`config.mk`:
```
export PLATFORM = sky130hd
export DESIGN_NAME = power_monitor_soc_estimator_core
export DESIGN_NICKNAME = d
export VERILOG_FILES = /design/src/rtl/core/pmse_pkg.sv /design/src/rtl/core/power_monitor_soc_estimator_core.sv
export SDC_FILE = /design/constraint.sdc
export NUM_CORES = 1
export LEC_CHECK = 0
export ABC_AREA = 1
export BUFFER_PORTS_ARGS = -buffer_cell sky130_fd_sc_hd__buf_2
export CORE_ASPECT_RATIO = 0.5
export CORE_MARGIN = 8
export CORE_UTILIZATION = 43
export CTS_BUF_LIST = sky130_fd_sc_hd__clkbuf_16
export DETAILED_ROUTE_END_ITERATION = 16
export PLACE_DENSITY = 0.69
export REMOVE_ABC_BUFFERS = 1
export SKIP_CTS_REPAIR_TIMING = 1
export SYNTH_ARGS = -nofsm -noshare
export SYNTH_HDL_FRONTEND = slang
export SYNTH_SLANG_ARGS = --single-unit
```
`constraint.sdc`:
```
create_clock -name clk -period 17.7 [get_ports clk]
set_input_delay 0.885 -clock clk [delete_from_list [all_inputs] [get_ports clk]]
set_output_delay 0.885 -clock clk [all_outputs]
set_load 0.02 [all_outputs]
```
`src/rtl/core/pmse_pkg.sv`:
```
// ============================================================================
// pmse_pkg
// Shared widths, stand-in values, limits and the charge curve of the power
// monitor and charge-state estimator.
// ============================================================================
package pmse_pkg;

    localparam int BUS_W     = 15;
    localparam int CUR_W     = 16;
    localparam int POWER_W   = 31;
    localparam int PERCENT_W = 7;

    // Input item: tdata holds bus_code then shunt_code, padded to 32 bits.
    localparam int IN_DATA_W  = 32;
    localparam int IN_USER_W  = 2;
    // Result item: tdata holds bus_voltage, current, power, charge_percent,
    // padded to 72 bits.
    localparam int OUT_DATA_W = 72;
    localparam int OUT_USER_W = 3;

    localparam int CFG_INDEX_W = 1;
    localparam int CFG_DATA_W  = 1;

    typedef enum logic [CFG_INDEX_W-1:0] {
        REG_QUICK_CHARGE = 1'b0,
        REG_CHARGE       = 1'b1
    } cfg_index_t;

    // Values used when the bus reading failed.
    localparam logic [BUS_W-1:0]   STANDIN_BUS     = 15'd6280;
    localparam logic [CUR_W-1:0]   STANDIN_CURRENT = 16'd1700;
    localparam logic [POWER_W-1:0] STANDIN_POWER   = 31'd10675200;

    // Charging thresholds: -10 mA and 8.1 V.
    localparam logic signed [CUR_W-1:0] CHG_CUR_LIMIT = -16'sd40;
    localparam logic [BUS_W-1:0]        CHG_BUS_LIMIT = 15'd6480;

    // Charge curve breakpoints, in bus codes.
    localparam logic [BUS_W-1:0] CURVE_FULL  = 15'd6680;
    localparam logic [BUS_W-1:0] CURVE_TOP   = 15'd6400;
    localparam logic [BUS_W-1:0] CURVE_MID   = 15'd6080;
    localparam logic [BUS_W-1:0] CURVE_LOW   = 15'd5760;
    localparam logic [BUS_W-1:0] CURVE_EMPTY = 15'd5120;

    localparam logic [PERCENT_W-1:0] PERCENT_MAX = 7'd100;

    // Reciprocal of 14 scaled by 2^12. Exact floor for offsets below 280.
    localparam logic [17:0] RECIP14 = 18'd293;

    // Four-segment clamped charge curve with exact integer floors.
    function automatic logic [PERCENT_W-1:0] charge_curve(input logic [BUS_W-1:0] b);
        logic [BUS_W-1:0] d_top;
        logic [BUS_W-1:0] d_mid;
        logic [BUS_W-1:0] d_low;
        logic [BUS_W-1:0] d_bot;
        logic [17:0]      p_top;
        logic [10:0]      p_mid;
        logic [10:0]      p_low;
        logic [PERCENT_W-1:0] pct;
        d_top = b - CURVE_TOP;
        d_mid = b - CURVE_MID;
        d_low = b - CURVE_LOW;
        d_bot = b - CURVE_EMPTY;
        p_top = 18'(d_top[8:0]) * RECIP14;
        p_mid = 11'(d_mid[8:0]) * 11'd3;
        p_low = 11'(d_low[8:0]) * 11'd3;
        if (b >= CURVE_FULL)
            pct = PERCENT_MAX;
        else if (b <= CURVE_EMPTY)
            pct = '0;
        else if (b >= CURVE_TOP)
            pct = 7'd80 + 7'(p_top[16:12]);
        else if (b >= CURVE_MID)
            pct = 7'd50 + 7'(p_mid[9:5]);
        else if (b >= CURVE_LOW)
            pct = 7'd20 + 7'(p_low[9:5]);
        else
            pct = 7'(d_bot[9:5]);
        return pct;
    endfunction

endpackage

```
`src/rtl/core/power_monitor_soc_estimator_core.sv`:
```
// ============================================================================
// power_monitor_soc_estimator_core
// Turns raw bus and shunt codes into voltage, current, power, charge percent
// and a charging flag for a 2S lithium pack.
// ============================================================================
// The block takes one item per cycle while the output side is ready and
// returns one result item for each: the item is caught in an input
// register, the conversion (one 15-bit by 16-bit product for power, a few
// small constant multiplies for the charge curve) runs between that register
// and the result register, and the result register drives the master side.
// Sustained throughput is one item per clock while the output side is ready.
// The input side stays ready while a finished result waits, as long as
// the input register can move on or is empty. Bus voltage is in 1.25 mV
// steps, current in 0.25 mA steps (equal to the signed shunt code), power
// in 0.3125 uW steps. A failed bus reading gives the stand-in result 6280 /
// 1700 / 10675200 with charge 68 and charging set; with a good bus reading,
// a failed shunt reading gives zero current and power. The two enable
// registers are echoed in every result and should be written only while no item is in flight.
module power_monitor_soc_estimator_core
    import pmse_pkg::*;
(
    input  logic                   clk,
    input  logic                   rst_n,

    input  logic                   s_axis_tvalid,
    output logic                   s_axis_tready,
    // [14:0] bus_code, [30:15] shunt_code, [31] zero
    input  logic [IN_DATA_W-1:0]   s_axis_tdata,
    // [0] bus_valid, [1] shunt_valid
    input  logic [IN_USER_W-1:0]   s_axis_tuser,

    output logic                   m_axis_tvalid,
    input  logic                   m_axis_tready,
    // [14:0] bus_level, [30:15] current, [61:31] power,
    // [68:62] charge_percent, [71:69] zero
    output logic [OUT_DATA_W-1:0]  m_axis_tdata,
    // [0] charging, [1] quick_charge_on, [2] charge_on
    output logic [OUT_USER_W-1:0]  m_axis_tuser,

    input  logic                   cfg_we,
    input  logic [CFG_INDEX_W-1:0] cfg_index,
    input  logic [CFG_DATA_W-1:0]  cfg_data
);

    // Configuration registers.
    logic quick_charge_reg, quick_charge_next;
    logic charge_en_reg, charge_en_next;

    // Input stage.
    logic                    in_valid_reg, in_valid_next;
    logic [BUS_W-1:0]        in_bus_reg;
    logic                    in_bus_ok_reg;
    logic signed [CUR_W-1:0] in_shunt_reg;
    logic                    in_shunt_ok_reg;

    // Result stage.
    logic                   out_valid_reg, out_valid_next;
    logic [BUS_W-1:0]       out_bus_reg, out_bus_next;
    logic [CUR_W-1:0]       out_cur_reg, out_cur_next;
    logic [POWER_W-1:0]     out_power_reg, out_power_next;
    logic [PERCENT_W-1:0]   out_pct_reg, out_pct_next;
    logic                   out_chg_reg, out_chg_next;
    logic                   out_qc_reg, out_ce_reg;

    logic s_accept;
    logic out_free;
    logic advance;

    logic signed [CUR_W-1:0] cur;
    logic [CUR_W-1:0]        mag;

    // The result register can take a new value when it is empty or is being
    // drained this cycle; the input register then moves into it.
    assign out_free      = !out_valid_reg || m_axis_tready;
    assign advance       = in_valid_reg && out_free;
    assign s_axis_tready = !in_valid_reg || out_free;
    assign s_accept      = s_axis_tvalid && s_axis_tready;

    always_comb
    begin
        quick_charge_next = quick_charge_reg;
        charge_en_next    = charge_en_reg;
        if (cfg_we)
        begin
            case (cfg_index)
                REG_QUICK_CHARGE: quick_charge_next = cfg_data[0];
                REG_CHARGE:       charge_en_next    = cfg_data[0];
                default:          ;
            endcase
        end
    end

    always_comb
    begin
        if (s_accept)
            in_valid_next = 1'b1;
        else if (advance)
            in_valid_next = 1'b0;
        else
            in_valid_next = in_valid_reg;

        if (advance)
            out_valid_next = 1'b1;
        else if (m_axis_tready)
            out_valid_next = 1'b0;
        else
            out_valid_next = out_valid_reg;
    end

    // Conversion of the held item.
    always_comb
    begin
        cur = in_shunt_ok_reg ? in_shunt_reg : '0;
        // Magnitude of -32768 wraps to 0x8000, which is the right unsigned value.
        mag = cur[CUR_W-1] ? CUR_W'(-cur) : CUR_W'(cur);
        if (!in_bus_ok_reg)
        begin
            out_bus_next   = STANDIN_BUS;
            out_cur_next   = STANDIN_CURRENT;
            out_power_next = STANDIN_POWER;
            out_chg_next   = 1'b1;
        end
        else
        begin
            out_bus_next   = in_bus_reg;
            out_cur_next   = CUR_W'(cur);
            out_power_next = POWER_W'(in_bus_reg) * POWER_W'(mag);
            out_chg_next   = (cur < CHG_CUR_LIMIT) || (in_bus_reg > CHG_BUS_LIMIT);
        end
        out_pct_next = charge_curve(out_bus_next);
    end

    always_ff @(posedge clk or negedge rst_n)
    begin
        if (!rst_n)
        begin
            quick_charge_reg <= 1'b1;
            charge_en_reg    <= 1'b1;
            in_valid_reg     <= 1'b0;
            out_valid_reg    <= 1'b0;
        end
        else
        begin
            quick_charge_reg <= quick_charge_next;
            charge_en_reg    <= charge_en_next;
            in_valid_reg     <= in_valid_next;
            out_valid_reg    <= out_valid_next;
        end
    end

    // Payload registers carry no reset.
    always_ff @(posedge clk)
    begin
        if (s_accept)
        begin
            in_bus_reg      <= s_axis_tdata[14:0];
            in_shunt_reg    <= s_axis_tdata[30:15];
            in_bus_ok_reg   <= s_axis_tuser[0];
            in_shunt_ok_reg <= s_axis_tuser[1];
        end
        if (advance)
        begin
            out_bus_reg   <= out_bus_next;
            out_cur_reg   <= out_cur_next;
            out_power_reg <= out_power_next;
            out_pct_reg   <= out_pct_next;
            out_chg_reg   <= out_chg_next;
            out_qc_reg    <= quick_charge_reg;
            out_ce_reg    <= charge_en_reg;
        end
    end

    assign m_axis_tvalid = out_valid_reg;
    assign m_axis_tdata  = {3'b000, out_pct_reg, out_power_reg, out_cur_reg, out_bus_reg};
    assign m_axis_tuser  = {out_ce_reg, out_qc_reg, out_chg_reg};

    // A held item always moves on when the result register is empty.
    a_advance_when_free: assert property (@(posedge clk) disable iff (!rst_n)
        in_valid_reg && !out_valid_reg |=> out_valid_reg)
        else $error("held item did not reach the result register");

    // A bus voltage above the charge threshold must report charging.
    a_chg_on_high_bus: assert property (@(posedge clk) disable iff (!rst_n)
        out_valid_reg && (out_bus_reg > CHG_BUS_LIMIT) |-> out_chg_reg)
        else $error("charging flag missing for high bus voltage");

    // The charge curve never exceeds full scale.
    a_pct_range: assert property (@(posedge clk) disable iff (!rst_n)
        out_valid_reg |-> out_pct_reg <= PERCENT_MAX)
        else $error("charge percent above 100");

    // Zero current always gives zero power.
    a_zero_power: assert property (@(posedge clk) disable iff (!rst_n)
        out_valid_reg && (out_cur_reg == '0) |-> out_power_reg == '0)
        else $error("nonzero power with zero current");

    // An accepted item is held in the input register.
    a_input_held: assert property (@(posedge clk) disable iff (!rst_n)
        s_accept |=> in_valid_reg)
        else $error("accepted item lost from the input register");

endmodule
```
---- Word-level counts from Yosys, hierarchy flattened ----
Cells that the tools add are included.
cells by class
  bitwise gates (word level) .............. 1
  magnitude comparators ................... 7
  reduce and logical (&&, ||, !) cells .... 12
  multiplexer cells ....................... 11
  add/subtract/negate cells ............... 8
  $mul .................................... 4
operators with widths
  operator                                                                            count
  15-bit by 13-bit >= comparator with 1-bit output (second input constant)            4
  16-bit two-way mux                                                                  2
  15-bit by 16-bit multiplier with 31-bit output                                      1
  7-bit two-way mux                                                                   3
  9-bit by 2-bit multiplier with 10-bit output (second input constant)                2
  9-bit subtractor (second input constant)                                            2
  9-bit by 9-bit multiplier with 17-bit output (second input constant)                1
  16-bit by 7-bit < comparator with 1-bit output (second input constant)              1
  16-bit negation                                                                     1
  15-bit by 13-bit greater-than comparator with 1-bit output (second input constant)  1
  15-bit by 13-bit <= comparator with 1-bit output (second input constant)            1
  15-bit two-way mux                                                                  1
  10-bit by 1-bit subtractor with 10-bit output (second input constant)               1
  9-bit by 8-bit subtractor with 9-bit output (second input constant)                 1
  6-bit by 5-bit adder with 7-bit output (first input constant)                       1
  7-bit by 5-bit adder with 7-bit output (first input constant)                       1
  5-bit by 5-bit adder with 6-bit output (first input constant)                       1
  6-bit two-way mux                                                                   1
  1-bit two-way mux                                                                   4
  2-bit AND reduction                                                                 2
  2-bit nonzero test                                                                  2
  1-bit logical OR                                                                    3
  1-bit logical AND                                                                   2
  1-bit logical NOT                                                                   2
  other kinds (2)                                                                     2
word-level totals
  input port bits ......................... 41
  flip-flop bits (word level) ............. 109

---- Logic depth before layout (Yosys ltp) ----
  depth after elaboration ................. 8
  depth in mapped cells ................... 40

---- Worst setup path after synthesis ----
OpenSTA, ideal clock, no wires.
  kind .................................... register to register
  start ................................... register in_shunt_ok_reg
  end ..................................... register out_power_reg[22], data pin
  path buffers ............................ 2
  library setup time ...................... 0.253 ns
  setup slack ............................. 11.163 ns
  data required time ...................... 17.447 ns
  clock period less this slack ............ 6.537 ns
  arrival time ............................ 6.284 ns
  stages on the path, launching flop included .. 37
  cells stage by stage .................... edfxtp_1 -> buf_6 -> nand2_2 -> nand2_4 -> nor2_4 -> nand2_2 -> nor2_4 -> inv_2 -> nor2_4 -> nand2_4 -> nor2_8 -> nand2_2 -> nand2_2 -> nand2_1 -> o21ai_1 -> buf_4 -> nor2_1 -> fa_1 -> inv_1 -> fa_1 -> inv_1 -> fa_1 -> fa_1 -> fa_1 -> inv_1 -> fa_1 -> inv_1 -> ha_1 -> nand2_1 -> nor2_1 -> nand4_1 -> o211ai_1 -> a21oi_1 -> o21bai_1 -> nand2_1 -> nand2_1 -> nor2_1
between the ends
  word-level cells in the longest chain between the ends .. 4
ends and longest elaborated chain
  element                                             line                                     source
  start: declaration                                  power_monitor_soc_estimator_core.sv:54   logic in_shunt_ok_reg;
  start signal: assignment                            power_monitor_soc_estimator_core.sv:159  in_shunt_ok_reg <= s_axis_tuser[1];
  16-bit two-way mux (*)                              power_monitor_soc_estimator_core.sv:113  cur = in_shunt_ok_reg ? in_shunt_reg : '0;
  16-bit negation                                     power_monitor_soc_estimator_core.sv:115  mag = cur[CUR_W-1] ? CUR_W'(-cur) : CUR_W'(cur);
  16-bit two-way mux (*)                              power_monitor_soc_estimator_core.sv:115
  15-bit by 16-bit multiplier with 31-bit output (*)  power_monitor_soc_estimator_core.sv:127  out_power_next = POWER_W'(in_bus_reg) * POWER_W'(mag);
  end signal: assignment                              power_monitor_soc_estimator_core.sv:165  out_power_reg <= out_power_next;
  end: declaration                                    power_monitor_soc_estimator_core.sv:60   logic [POWER_W-1:0] out_power_reg, out_power_next;
Every way passes the cells marked *; elsewhere a longest branch is shown, timed or not.
A chain may end at the register's enable or synchronous reset.

---- Worst setup path after layout ----
Same ends and word-level chain as after synthesis.

==> summary.txt <==
Route
  • DR iter-0 viols: 775
  • Via count: 11500
  • DR WL/cell: 16.41 um
  • Vias per inst: 5.089
  • Antenna Nets Post-Route: 0
  • Drt pass-1 iters: 5
  • DRC: 0
  • Total routed wirelength: 37090 um

Logic synthesis
  • Post-Synthesis Cells: 1727
  • Register bit count reported by yosys: 109
  • Post-synthesis sequential area ratio: 22.45%
  • Top cell type by total area after synthesis: fa_1
  • Yosys warning count: 0
  • Mean post-synth cell area: 8.398 sq um
  • Yosys top cell area share: 25.81%
  • Number of flops mapped to enable cells by yosys: 105
  • Main synth FF type: edfxtp_1
  • Yosys cell types: 45
  • Ys async rst share: 3.670%
  • Top cells by area, synth: fa_1 26%, edfxtp_1 22%, ha_1 14%, inv_1 9.1%, nand2_1 8.7%
  • Post-Syn Area: 14500 sq um

Place
  • Area post-placement: 15450 sq um
  • PortBufs: 113
  • GPL Wtd Cong: 0.9288
  • Post-Place Cells: 2244
  • DPL Wire Length: 30230 um

Critical path
  • Data arrival time of the worst path: 8510 ps
  • CP top delay family: adder cells
  • CP Class: flop to flop
  • CP max FO: 18
  • Slowest cell on crit path: edfxtp_1
  • Most used cell, CP: fa_1
  • CP startpoint kind: flop
  • Req. time, crit path: 17840 ps
  • Worst Path Buf+Inv: 5
  • Crit end category: flop
  • Largest stage delay on the critical path: 860 ps

Floorplanning
  • Row count: 47
  • I/O Pins: 118
  • Core footprint: 33170 sq um
  • Die area: 40220 sq um
  • Die X: 275.7 um
  • Initial Util: 43.73%
  • Die height: 145.9 um

Layout
  • Most frequent cells in the layout: 350 x inv_1, 335 x nand2_1, 205 x nor2_1
  • Share of layout cells above drive strength 1: 9.786%
  • Non-Filler Instances: 2260
  • Fin area: 15750 sq um
  • Most common cell after layout, fill and taps aside: inv_1
  • Final #Nets: 2202
  • Max reg flops: 31
  • Area added between synthesis and finish: 8.567%
  • Inserted Diodes: 0

CTS
  • CTS sink count: 109
  • CTS tree: built
  • Total CTS buffers: 9
  • Clock buffer depth: 2
  • H-tree depth: 3
  • Clk slew on worst S/H paths: 80 ps
  • Clock root cell: clkbuf_16
  • Worst-Skew Late Latency: 390 ps

Run status
  • Run status: finished, final reports clean

Power
  • Maximum VDD drop: 0.0001274 V
  • Pwr Total: 2.623 mW
  • Leakage: 8.102 nW
  • Pwr Density: 166.6 nW/um^2

STA
  • F_max: 119.5 MHz
  • Slew headroom: 27.25%
  • Clock skew: 21.52 ps
  • Final Cycle Share: 47.27%
  • Worst slew pin tran: 1084 ps
  • Min cycle time layout: 8366 ps
  • Final hold slack: 295.7 ps
  • Slew Limit Fails: 0
  • Post-route setup TNS: 0 ps
  • Unrepaired setup endpoints after global routing: no
  • Hold Vio Cnt, Final: 0
  • Setup violations, final: 0

Global route
  • Total track usage: 18.65%
  • Largest net degree at the start of global routing: 73
  • Vias in the first global route: 11510
  • First-pass GRT wire length: 59960 um
  • Antenna violations before repair: 0
  • Total gr overflow: 0

Flow run
  • Max-cap violations: 0

Hold path
  • Worst Hold Class: primary input to asynchronous set/reset pin
cell usage after synthesis, types with 12 or more instances:
cell type  instances
a21oi_1           94
clkbuf_1          24
edfxtp_1         105
fa_1             187
ha_1             160
inv_1            350
nand2_1          335
nand3_1           64
nand4_1           15
nor2_1           205
nor3_1            12
o21ai_0           53
logic make-up (layout without fill, tap and decap cells):
family	count (synthesis)	in the layout	share of synthesized area, %
buf+inv	405	495	10.89
compound gates	182	182	6.790
simple gates	675	675	19.75
fa+ha+maj	347	347	39.62
flops	109	109	22.45
xor+xnor	8	8	0.4831
other cells	1	3	0.02586
per-stage QoR:
| stage | util [%] | worst slack [ps] |
|---|---|---|
| 4_1_cts | 47.47 | 9447 |
| 3_5_place_dp | 46.58 | 9462 |
| 6_report | 47.47 | 9334 |
| 5_1_grt | 47.47 | 8980 |
| 3_3_place_gp | 46.58 | 9538 |
| 2_1_floorplan | - | 10780 |
metal layers:
| layer | GRT usage, % | routed length [um] | vias to the layer above |
|---|---|---|---|
| met1 | 24.96 | 16600 | 5497 |
| met4 | 5.325 | 844 | 0 |
| met2 | 30.67 | 17240 | 397 |
| met3 | 3.363 | 2410 | 54 |
| met5 | 0 | 0 | - |
| li1 | - | - | 5554 |
final cells by class:
cell class	instances	area (sq um)
flip-flops and latches	109	3256
inverters	362	1359
repair buffers	117	595.6
well taps	441	551.8
multi-input cells	1215	9687
fillers	3213	17420
clock inverters	7	71.32
clock buffers	9	225.2
where the power goes:
part	total [mW]	switching, mW	internal, mW
logic	2.02	1.30	0.719
clock network	0.211	0.112	0.0992
registers	0.395	0.0235	0.372
total	2.62	1.43	1.19
final timing paths:
kind	depth (start not counted)	slack, ps	start	to
worst min-delay path	1	300	rst_n	in_valid_reg
worst max-delay path	33	9330	in_shunt_ok_reg	out_power_reg[22]
worst max register to register	33	9330	in_shunt_ok_reg	out_power_reg[22]
max in group asynchronous	1	17200	rst_n	quick_charge_reg
min in group clk	2	520	in_valid_reg	m_axis_tvalid
worst min register to register	2	520	in_valid_reg	m_axis_tvalid
Note: power is estimated with default switching activity, not from simulation.
